File: src/tlmw_pkg.sv
// shared types, constants, microcode table and saturation helper for the tlm wave cell
package tlmw_pkg;

    localparam int DIRECTIONS = 6;
    localparam int PIDX_W     = (DIRECTIONS > 1) ? $clog2(DIRECTIONS) : 1;
    localparam int PCNT_W     = $clog2(DIRECTIONS + 1);
    localparam int STEP_W     = 4;

    // configuration register indexes
    localparam logic [2:0] REG_LOSS_COEFF     = 3'd0;
    localparam logic [2:0] REG_SPATIAL_COEFF  = 3'd1;
    localparam logic [2:0] REG_GROUND_COEFF   = 3'd2;
    localparam logic [2:0] REG_WAVE_THRESHOLD = 3'd3;
    localparam logic [2:0] REG_SCATTER_DELAY  = 3'd4;
    localparam logic [2:0] REG_NEIGHBOR_MASK  = 3'd5;
    localparam logic [2:0] REG_REFLECT_MASK   = 3'd6;

    // configuration reset values
    localparam logic [17:0] LOSS_COEFF_RST     = 18'd65536;
    localparam logic [17:0] SPATIAL_COEFF_RST  = 18'd21845;
    localparam logic [17:0] GROUND_COEFF_RST   = 18'd65536;
    localparam logic [31:0] WAVE_THRESHOLD_RST = 32'd0;
    localparam logic [15:0] SCATTER_DELAY_RST  = 16'd1;
    localparam logic [5:0]  NEIGHBOR_MASK_RST  = 6'd63;
    localparam logic [5:0]  REFLECT_MASK_RST   = 6'd0;

    // event and result codes
    localparam logic FUNC_GATHER  = 1'b0;
    localparam logic FUNC_SCATTER = 1'b1;
    localparam logic KIND_REQUEST = 1'b0;
    localparam logic KIND_PARTICLE = 1'b1;

    typedef enum logic [3:0] {
        U_FETCH,
        U_GATHER,
        U_MUL_LOSS,
        U_ADD_TOTAL,
        U_MUL_SPAT,
        U_SAT_SPAT,
        U_PORT_SUB,
        U_MUL_GND,
        U_TEST,
        U_CLEAR,
        U_FLUSH
    } uop_t;

    // step addresses of the program
    localparam logic [STEP_W-1:0] S_FETCH     = 4'd0;
    localparam logic [STEP_W-1:0] S_GATHER    = 4'd1;
    localparam logic [STEP_W-1:0] S_MUL_LOSS  = 4'd2;
    localparam logic [STEP_W-1:0] S_ADD_TOTAL = 4'd3;
    localparam logic [STEP_W-1:0] S_MUL_SPAT  = 4'd4;
    localparam logic [STEP_W-1:0] S_SAT_SPAT  = 4'd5;
    localparam logic [STEP_W-1:0] S_PORT_SUB  = 4'd6;
    localparam logic [STEP_W-1:0] S_MUL_GND   = 4'd7;
    localparam logic [STEP_W-1:0] S_TEST      = 4'd8;
    localparam logic [STEP_W-1:0] S_CLEAR     = 4'd9;
    localparam logic [STEP_W-1:0] S_FLUSH     = 4'd10;

    typedef struct packed {
        uop_t              op;
        logic [STEP_W-1:0] nxt;
        logic [STEP_W-1:0] alt;
    } ucw_t;

    // datapath feedback to the sequencer
    typedef struct packed {
        logic hold;
        logic take_alt;
    } seq_cond_t;

    typedef struct packed {
        logic        kind;
        logic [2:0]  dir;
        logic [31:0] disp;
        logic [15:0] wave_id;
        logic [31:0] due;
    } result_t;

    function automatic ucw_t ucode_rom(input logic [STEP_W-1:0] step);
        ucw_t w;
        case (step)
            S_FETCH:     w = '{op: U_FETCH,     nxt: S_GATHER,    alt: S_MUL_LOSS};
            S_GATHER:    w = '{op: U_GATHER,    nxt: S_FLUSH,     alt: S_FLUSH};
            S_MUL_LOSS:  w = '{op: U_MUL_LOSS,  nxt: S_ADD_TOTAL, alt: S_ADD_TOTAL};
            S_ADD_TOTAL: w = '{op: U_ADD_TOTAL, nxt: S_MUL_SPAT,  alt: S_MUL_SPAT};
            S_MUL_SPAT:  w = '{op: U_MUL_SPAT,  nxt: S_SAT_SPAT,  alt: S_SAT_SPAT};
            S_SAT_SPAT:  w = '{op: U_SAT_SPAT,  nxt: S_PORT_SUB,  alt: S_PORT_SUB};
            S_PORT_SUB:  w = '{op: U_PORT_SUB,  nxt: S_MUL_GND,   alt: S_CLEAR};
            S_MUL_GND:   w = '{op: U_MUL_GND,   nxt: S_TEST,      alt: S_TEST};
            S_TEST:      w = '{op: U_TEST,      nxt: S_PORT_SUB,  alt: S_PORT_SUB};
            S_CLEAR:     w = '{op: U_CLEAR,     nxt: S_FLUSH,     alt: S_FLUSH};
            S_FLUSH:     w = '{op: U_FLUSH,     nxt: S_FETCH,     alt: S_FETCH};
            default:     w = '{op: U_FETCH,     nxt: S_FETCH,     alt: S_FETCH};
        endcase
        return w;
    endfunction

    // clamp a 35-bit signed value to the q16.16 range
    function automatic logic [31:0] sat32(input logic [34:0] v);
        logic [31:0] r;
        if ((v[34:31] == 4'b0000) || (v[34:31] == 4'b1111)) begin
            r = v[31:0];
        end else if (v[34]) begin
            r = 32'h8000_0000;
        end else begin
            r = 32'h7fff_ffff;
        end
        return r;
    endfunction

endpackage

File: src/tlm_wave_cell_update_unit.sv
// one tlm wave cell: gather/scatter update run by a microcoded sequencer
// results: a gather's request beat and a scatter's last beat are registered via the
//   pend and out registers, and the receiver can stall either
// throughput: one item at a time; the next beat is taken only after the last one
//   is flushed, and every multiply runs through the shared 32x18 multiplier
// reset: synchronous active-low aresetn clears state, ports and total, restores config
module tlm_wave_cell_update_unit (
    input  logic        aclk,
    input  logic        aresetn,
    // configuration write port
    input  logic        cfg_we,
    input  logic [2:0]  cfg_addr,
    input  logic [31:0] cfg_wdata,
    // input events
    input  logic        s_tvalid,
    output logic        s_tready,
    input  logic [87:0] s_tdata,  // direction, displacement, wave_id, event_time, zero pad
    input  logic        s_tuser,  // func
    // results
    output logic        m_tvalid,
    input  logic        m_tready,
    output logic [87:0] m_tdata,  // out_direction, out_displacement, out_wave_id, due_time, pad
    output logic        m_tuser,  // kind
    output logic        m_tlast   // last
);
    import tlmw_pkg::*;

    // configuration registers
    logic [17:0] loss_coeff_reg;
    logic [17:0] spatial_coeff_reg;
    logic [17:0] ground_coeff_reg;
    logic [31:0] wave_threshold_reg;
    logic [15:0] scatter_delay_reg;
    logic [5:0]  neighbor_mask_reg;
    logic [5:0]  reflect_mask_reg;

    // cell state
    logic [31:0] total_reg,  total_next;
    logic [31:0] port_reg  [DIRECTIONS];
    logic [31:0] port_next [DIRECTIONS];
    logic [31:0] nst_reg,    nst_next;   // next scatter time

    // latched event
    logic [2:0]  in_dir_reg,  in_dir_next;
    logic [31:0] in_disp_reg, in_disp_next;
    logic [15:0] in_id_reg,   in_id_next;
    logic [31:0] in_time_reg, in_time_next;

    // datapath working registers
    logic signed [50:0] prod_reg, prod_next;
    logic [31:0]        spat_reg, spat_next;   // spatial_coeff * total
    logic [31:0]        diff_reg, diff_next;
    logic [PCNT_W-1:0]  idx_reg,  idx_next;

    // one-deep lookahead so the final result can carry last
    result_t pend_reg, pend_next;
    logic    pend_valid_reg, pend_valid_next;

    // output register
    result_t out_reg, out_next;
    logic    out_last_reg, out_last_next;
    logic    out_valid_reg, out_valid_next;

    ucw_t      ucw;
    seq_cond_t cond;

    tlmw_seq u_seq (
        .aclk    (aclk),
        .aresetn (aresetn),
        .cond    (cond),
        .ucw     (ucw)
    );

    // shared multiplier: q16.16 signed times q2.16 unsigned
    logic [31:0]        mul_a;
    logic [17:0]        mul_c;
    logic signed [50:0] mul_p;
    logic [31:0]        qprod;

    always_comb begin
        case (ucw.op)
            U_MUL_LOSS: begin
                mul_a = in_disp_reg;
                mul_c = loss_coeff_reg;
            end
            U_MUL_SPAT: begin
                mul_a = total_reg;
                mul_c = spatial_coeff_reg;
            end
            default: begin
                mul_a = diff_reg;
                mul_c = ground_coeff_reg;
            end
        endcase
    end

    assign mul_p = $signed(mul_a) * $signed({1'b0, mul_c});
    // arithmetic shift by 16 floors toward minus infinity
    assign qprod = sat32(prod_reg[50:16]);

    // misc datapath terms
    logic [PIDX_W-1:0]     pidx;
    logic [DIRECTIONS-1:0] nb_mask;
    logic [DIRECTIONS-1:0] rf_mask;
    logic                  idx_done;
    logic [2:0]            opp;
    logic                  opp_ok;
    logic [31:0]           due;
    logic [32:0]           gsum;
    logic [32:0]           ssum;
    logic [32:0]           sdiff;
    logic [31:0]           cand;
    logic                  cand_hit;
    logic                  out_free;

    assign pidx     = idx_reg[PIDX_W-1:0];
    assign nb_mask  = neighbor_mask_reg[DIRECTIONS-1:0];
    assign rf_mask  = reflect_mask_reg[DIRECTIONS-1:0];
    assign idx_done = (idx_reg == PCNT_W'(DIRECTIONS));
    assign opp      = in_dir_reg ^ 3'd1;
    assign opp_ok   = (opp < 3'(DIRECTIONS));
    assign due      = in_time_reg + {16'd0, scatter_delay_reg};
    assign gsum     = {total_reg[31], total_reg} + {in_disp_reg[31], in_disp_reg};
    assign ssum     = {total_reg[31], total_reg} + {qprod[31], qprod};
    assign sdiff    = {spat_reg[31], spat_reg} - {port_reg[pidx][31], port_reg[pidx]};
    // reflecting ports take the product scaled by the ground coefficient, others the plain difference
    assign cand     = rf_mask[pidx] ? qprod : diff_reg;
    assign cand_hit = ($signed(cand) > $signed(wave_threshold_reg));
    assign out_free = !out_valid_reg || m_tready;

    // no beat is taken while reset is held
    assign s_tready = aresetn && (ucw.op == U_FETCH);

    // step execution
    always_comb begin
        total_next      = total_reg;
        port_next       = port_reg;
        nst_next        = nst_reg;
        in_dir_next     = in_dir_reg;
        in_disp_next    = in_disp_reg;
        in_id_next      = in_id_reg;
        in_time_next    = in_time_reg;
        prod_next       = prod_reg;
        spat_next       = spat_reg;
        diff_next       = diff_reg;
        idx_next        = idx_reg;
        pend_next       = pend_reg;
        pend_valid_next = pend_valid_reg;
        out_next        = out_reg;
        out_last_next   = out_last_reg;
        // output beat drains when taken
        out_valid_next  = out_valid_reg && !m_tready;
        cond            = '0;

        case (ucw.op)
            U_FETCH: begin
                if (s_tvalid) begin
                    in_dir_next   = s_tdata[2:0];
                    in_disp_next  = s_tdata[34:3];
                    in_id_next    = s_tdata[50:35];
                    in_time_next  = s_tdata[82:51];
                    cond.take_alt = (s_tuser == FUNC_SCATTER);
                end else begin
                    cond.hold = 1'b1;
                end
            end
            U_GATHER: begin
                // scatter request to self when the scheduled time has passed
                if (nst_reg < in_time_reg) begin
                    pend_next       = '{kind: KIND_REQUEST, dir: in_dir_reg, disp: 32'd0,
                                        wave_id: in_id_reg, due: due};
                    pend_valid_next = 1'b1;
                    nst_next        = due;
                end
                if (opp_ok) begin
                    port_next[opp[PIDX_W-1:0]] = in_disp_reg;
                end
                total_next = sat32({{2{gsum[32]}}, gsum});
            end
            U_MUL_LOSS: begin
                prod_next = mul_p;
            end
            U_ADD_TOTAL: begin
                total_next = sat32({{2{ssum[32]}}, ssum});
            end
            U_MUL_SPAT: begin
                prod_next = mul_p;
                idx_next  = '0;
            end
            U_SAT_SPAT: begin
                spat_next = qprod;
            end
            U_PORT_SUB: begin
                if (idx_done) begin
                    cond.take_alt = 1'b1;
                end else if (!nb_mask[pidx]) begin
                    // absent neighbor: skip the port in place
                    idx_next  = idx_reg + PCNT_W'(1);
                    cond.hold = 1'b1;
                end else begin
                    diff_next = sat32({{2{sdiff[32]}}, sdiff});
                end
            end
            U_MUL_GND: begin
                prod_next = mul_p;
            end
            U_TEST: begin
                if (cand_hit && pend_valid_reg && !out_free) begin
                    cond.hold = 1'b1;
                end else begin
                    if (cand_hit) begin
                        if (pend_valid_reg) begin
                            out_next       = pend_reg;
                            out_last_next  = 1'b0;
                            out_valid_next = 1'b1;
                        end
                        pend_next       = '{kind: KIND_PARTICLE, dir: 3'(pidx), disp: cand,
                                            wave_id: in_id_reg, due: in_time_reg};
                        pend_valid_next = 1'b1;
                    end
                    idx_next = idx_reg + PCNT_W'(1);
                end
            end
            U_CLEAR: begin
                total_next = '0;
                for (int i = 0; i < DIRECTIONS; i++) begin
                    port_next[i] = '0;
                end
            end
            U_FLUSH: begin
                // held result is the final one of this event
                if (pend_valid_reg) begin
                    if (out_free) begin
                        out_next        = pend_reg;
                        out_last_next   = 1'b1;
                        out_valid_next  = 1'b1;
                        pend_valid_next = 1'b0;
                    end else begin
                        cond.hold = 1'b1;
                    end
                end
            end
            default: begin
                cond = '0;
            end
        endcase
    end

    // control and cell state
    always_ff @(posedge aclk) begin
        if (!aresetn) begin
            total_reg      <= '0;
            nst_reg        <= '0;
            pend_valid_reg <= 1'b0;
            out_valid_reg  <= 1'b0;
            idx_reg        <= '0;
            for (int i = 0; i < DIRECTIONS; i++) begin
                port_reg[i] <= '0;
            end
        end else begin
            total_reg      <= total_next;
            nst_reg        <= nst_next;
            pend_valid_reg <= pend_valid_next;
            out_valid_reg  <= out_valid_next;
            idx_reg        <= idx_next;
            port_reg       <= port_next;
        end
    end

    // payload registers
    always_ff @(posedge aclk) begin
        in_dir_reg   <= in_dir_next;
        in_disp_reg  <= in_disp_next;
        in_id_reg    <= in_id_next;
        in_time_reg  <= in_time_next;
        prod_reg     <= prod_next;
        spat_reg     <= spat_next;
        diff_reg     <= diff_next;
        pend_reg     <= pend_next;
        out_reg      <= out_next;
        out_last_reg <= out_last_next;
    end

    // configuration writes, unknown indexes ignored
    always_ff @(posedge aclk) begin
        if (!aresetn) begin
            loss_coeff_reg     <= LOSS_COEFF_RST;
            spatial_coeff_reg  <= SPATIAL_COEFF_RST;
            ground_coeff_reg   <= GROUND_COEFF_RST;
            wave_threshold_reg <= WAVE_THRESHOLD_RST;
            scatter_delay_reg  <= SCATTER_DELAY_RST;
            neighbor_mask_reg  <= NEIGHBOR_MASK_RST;
            reflect_mask_reg   <= REFLECT_MASK_RST;
        end else if (cfg_we) begin
            case (cfg_addr)
                REG_LOSS_COEFF:     loss_coeff_reg     <= cfg_wdata[17:0];
                REG_SPATIAL_COEFF:  spatial_coeff_reg  <= cfg_wdata[17:0];
                REG_GROUND_COEFF:   ground_coeff_reg   <= cfg_wdata[17:0];
                REG_WAVE_THRESHOLD: wave_threshold_reg <= cfg_wdata;
                REG_SCATTER_DELAY:  scatter_delay_reg  <= cfg_wdata[15:0];
                REG_NEIGHBOR_MASK:  neighbor_mask_reg  <= cfg_wdata[5:0];
                REG_REFLECT_MASK:   reflect_mask_reg   <= cfg_wdata[5:0];
                default: begin
                end
            endcase
        end
    end

    // result channel
    assign m_tvalid = out_valid_reg;
    assign m_tuser  = out_reg.kind;
    assign m_tlast  = out_last_reg;
    assign m_tdata  = {5'd0, out_reg.due, out_reg.wave_id, out_reg.disp, out_reg.dir};

endmodule

File: src/tlmw_seq.sv
// microcode sequencer: step counter and control word fetch
module tlmw_seq (
    input  logic                aclk,
    input  logic                aresetn,
    input  tlmw_pkg::seq_cond_t cond,
    output tlmw_pkg::ucw_t      ucw
);
    import tlmw_pkg::*;

    logic [STEP_W-1:0] step_reg;
    logic [STEP_W-1:0] step_next;

    assign ucw = ucode_rom(step_reg);

    always_comb begin
        if (cond.hold) begin
            step_next = step_reg;
        end else if (cond.take_alt) begin
            step_next = ucw.alt;
        end else begin
            step_next = ucw.nxt;
        end
    end

    always_ff @(posedge aclk) begin
        if (!aresetn) begin
            step_reg <= S_FETCH;
        end else begin
            step_reg <= step_next;
        end
    end

endmodule

File: config.mk
export PLATFORM = sky130hd
export DESIGN_NAME = tlm_wave_cell_update_unit
export DESIGN_NICKNAME = d
export VERILOG_FILES = /design/src/tlmw_pkg.sv /design/src/tlm_wave_cell_update_unit.sv /design/src/tlmw_seq.sv
export SDC_FILE = /design/constraint.sdc
export NUM_CORES = 2
export LEC_CHECK = 0
export ABC_AREA = 1
export BUFFER_PORTS_ARGS = -buffer_cell sky130_fd_sc_hd__buf_4
export CORE_MARGIN = 4
export CORE_UTILIZATION = 35
export CTS_BUF_LIST = sky130_fd_sc_hd__clkbuf_16
export DETAILED_ROUTE_END_ITERATION = 10
export GPL_ROUTABILITY_DRIVEN = 0
export HOLD_SLACK_MARGIN = 0.08
export PLACE_DENSITY_LB_ADDON = 0.12
export SLEW_MARGIN = 20
export SYNTH_ARGS = -nofsm -noshare
export SYNTH_HDL_FRONTEND = slang
export SYNTH_SLANG_ARGS = --single-unit
File: constraint.sdc
create_clock -name aclk -period 28.9 [get_ports aclk]
set_input_delay 4.335 -clock aclk [delete_from_list [all_inputs] [get_ports aclk]]
set_output_delay 4.335 -clock aclk [all_outputs]
set_load 0.005 [all_outputs]
==> impl_metrics.py <==
metrics = {
    "sta": {
        "rsz0062_at_grt": "false",
        "finalSetupTns_ns": 0,
        "hold_viol_final": 0,
        "period_minus_slack_ns": 10.07,
        "setup_viol": 0,
        "slew_headroom": 0.1865,
        "min_period_over_period": 0.3486,
        "max_slew.worst_pin.slew_ns": 1.208,
        "max_freq_ghz": 0.09926,
        "clock_skew_ns": 0.02826,
        "drv_slew": 0,
    },
    "clocking": {
        "root_buffer": "clkbuf_16",
        "cts_max_level": 3,
        "clock-sinks": 742,
        "cts_made_buffers": 83,
        "cts_setup_buffers": 0,
        "post_cts_resized": 0,
        "clockBufferDepth": 3,
        "cts_hold_buf": 0,
        "cts_tree": "built",
        "cts.clk_slew.worst_paths_ns": 0.06,
        "insertion_delay_ns": 0.70,
    },
    "synth": {
        "postSynth.asyncResetShare": 0,
        "synthFlopType": "dfxtp_1",
        "syn_area_um2": 58490,
        "synth_top_area_frac": 0.1917,
        "synth-seq-cells": 742,
        "synthCells": 7371,
        "synth_edf_count": 351,
        "synth_area_leaders": "fa_1 (19%), edfxtp_1 (18%), dfxtp_1 (13%)",
        "avgSynthCellArea_um2": 7.935,
        "yosys_warnings": 0,
        "synth_largest_area_cell": "fa_1",
        "seq_area_frac_synth": 0.3140,
        "synth_cell_type_count": 61,
        "synth.most_common_cell": "nand2_1",
        "yosys-top-cells-count": "nand2_1 (1,803), inv_1 (1,466), fa_1 (560)",
    },
    "detailed_routing": {
        "wl_per_cell_um": 19.41,
        "ant_nets": 0,
        "drt_wl_total_um": 189300,
        "vias": 48130,
        "dr.pass1.iters": 5,
        "vias_per_cell": 4.934,
        "drc": 0,
        "drt_iter0_markers": 3520,
    },
    "status": {
        "outcome": "complete, no violations",
    },
    "flow_run": {
        "drv_cap": 0,
    },
    "die": {
        "dieHeight_um": 416.8,
        "fp.coreArea_um2": 165500,
        "die_w_um": 416.8,
        "start_util": 0.3533,
        "die_area_um2": 173700,
        "io_pins": 221,
        "rows": 149,
    },
    "critical_path": {
        "cpMostUsedCell": "buf_4",
        "cp_slowest_cell": "inv_6",
        "crit_required_ns": 24.57,
        "crit_chain": "buf_4 -> inv_6 -> nor2_1 -> buf_4",
        "timing.rr.end": "prod_reg[48]$_DFFE_PP_",
        "crit_path_start_kind": "input pin",
        "timing.rr.start": "u_seq.ucw[11]$_SDFF_PP0_",
        "reg2reg_slack_ns": 19.78,
        "worstPathArrival_ns": 5.74,
        "end_kind": "output port",
        "reg2reg_depth": 27,
        "crit_fanout": 111,
        "path_class": "input pin to output port",
        "max_stage_delay_ns": 0.70,
    },
    "finish": {
        "largest_reg_flops": 192,
        "fillCellCount": 17310,
        "area_delta_synth_final_pct": 11.71,
        "nets": 8489,
        "drive_above_1_share": 0.07139,
    },
    "worst_hold_path": {
        "hold_path.class": "flop to flop",
        "whs_path_depth": 0,
        "holdPathEnd": "m_tdata[80]$_DFFE_PP_",
        "hp-start": "pend_reg[29]$_DFFE_PP_",
    },
    "place": {
        "io_buffers": 210,
        "dp.final_hpwl_um": 144300,
    },
    "global_routing": {
        "grt_first_pass_wirelength_um": 291400,
        "grt_max_degree": 112,
        "antenna_found_initial": 7,
        "overflow": 0,
        "grt_pass1_vias": 48630,
        "grtUsageTotal": 0.2165,
    },
}
## kinds of logic after synthesis
| logic type | synth area share |
|---|---|
| compound gates | 0.1111 |
| xor+xnor | 0.02186 |
| simple gates | 0.1802 |
| flops | 0.3140 |
| buf+inv | 0.1153 |
| other cells | 0.00006411 |
| fa+ha+maj | 0.2569 |
| mux | 0.0005562 |
## area by class of cell
type                            instances  area [um2]  area share
Multi-Input combinational cell       4859       33620      0.5145
Tap cell                             2189        2739     0.04192
Clock inverter                         70       464.2    0.007104
Sequential cell                       742       18370      0.2812
Timing Repair Buffer                  329        2482     0.03799
Antenna cell                            1       2.502  0.00003830
Inverter                             1480        5560     0.08510
Clock buffer                           84        2102     0.03217
## per-layer routing
layer / global-route usage / vias up / wire length, um
li1: - / 23170 / -
met1: 0.2859 / 23440 / 83490
met2: 0.3661 / 1225 / 89330
met3: 0.02049 / 283 / 8302
met4: 0.08672 / 6 / 8122
met5: 0 / - / 45
## through the flow
step                hold WS, ns  std cells    util  worst slack [ns]  area, um2
CTS                      0.4075       9753  0.3947             18.85      65340
global placement         0.4006       9598  0.3790             18.85      62750
finish                   0.4020       9754  0.3947             18.83      65340
detailed placement       0.4045       9599  0.3792             18.84      62770
global route             0.4207       9753  0.3947             18.77      65340
floorplan                0.4003       7375       -             10.35      58500
## cell usage in the layout (no fill, tap or decap), types with 17 or more instances in the layout
master / synthesis / routed
a21o_1: 17 / 17
a21oi_1: 495 / 494
a2bb2oi_1: 29 / 29
a31oi_1: 24 / 24
buf_4: 8 / 328
clkbuf_16: 0 / 84
dfxtp_1: 391 / 390
edfxtp_1: 351 / 351
fa_1: 560 / 560
ha_1: 305 / 305
inv_1: 1466 / 1490
nand2_1: 1803 / 1800
nand3_1: 176 / 175
nand4_1: 21 / 21
nor2_1: 529 / 525
nor3_1: 75 / 68
nor4_1: 18 / 18
o211ai_1: 26 / 26
o21ai_0: 453 / 452
o22ai_1: 34 / 34
xnor2_1: 59 / 59
xor2_1: 87 / 87
## how the worst max path moves through the flow
stage / from / endpoint / slack, ns / depth (start not counted)
finish: aresetn / s_tready / 18.83 / 4
CTS: aresetn / s_tready / 18.85 / 4
global route: aresetn / s_tready / 18.77 / 4
detailed placement: aresetn / s_tready / 18.84 / 4
global placement: aresetn / s_tready / 18.85 / 4
floorplan: m_tready / m_tdata[0]$_DFFE_PP_ / 10.35 / 2
## worst max-delay path: cells and delay by family
kind | cells | cell delay (ns)
AND/OR/NAND/NOR | 1 | 0.15
buffers and inverters | 3 | 1.13
Power is left out: the tool's default activity adds up to more than one toggle a clock period on the data nets, which glitch-free logic cannot reach.
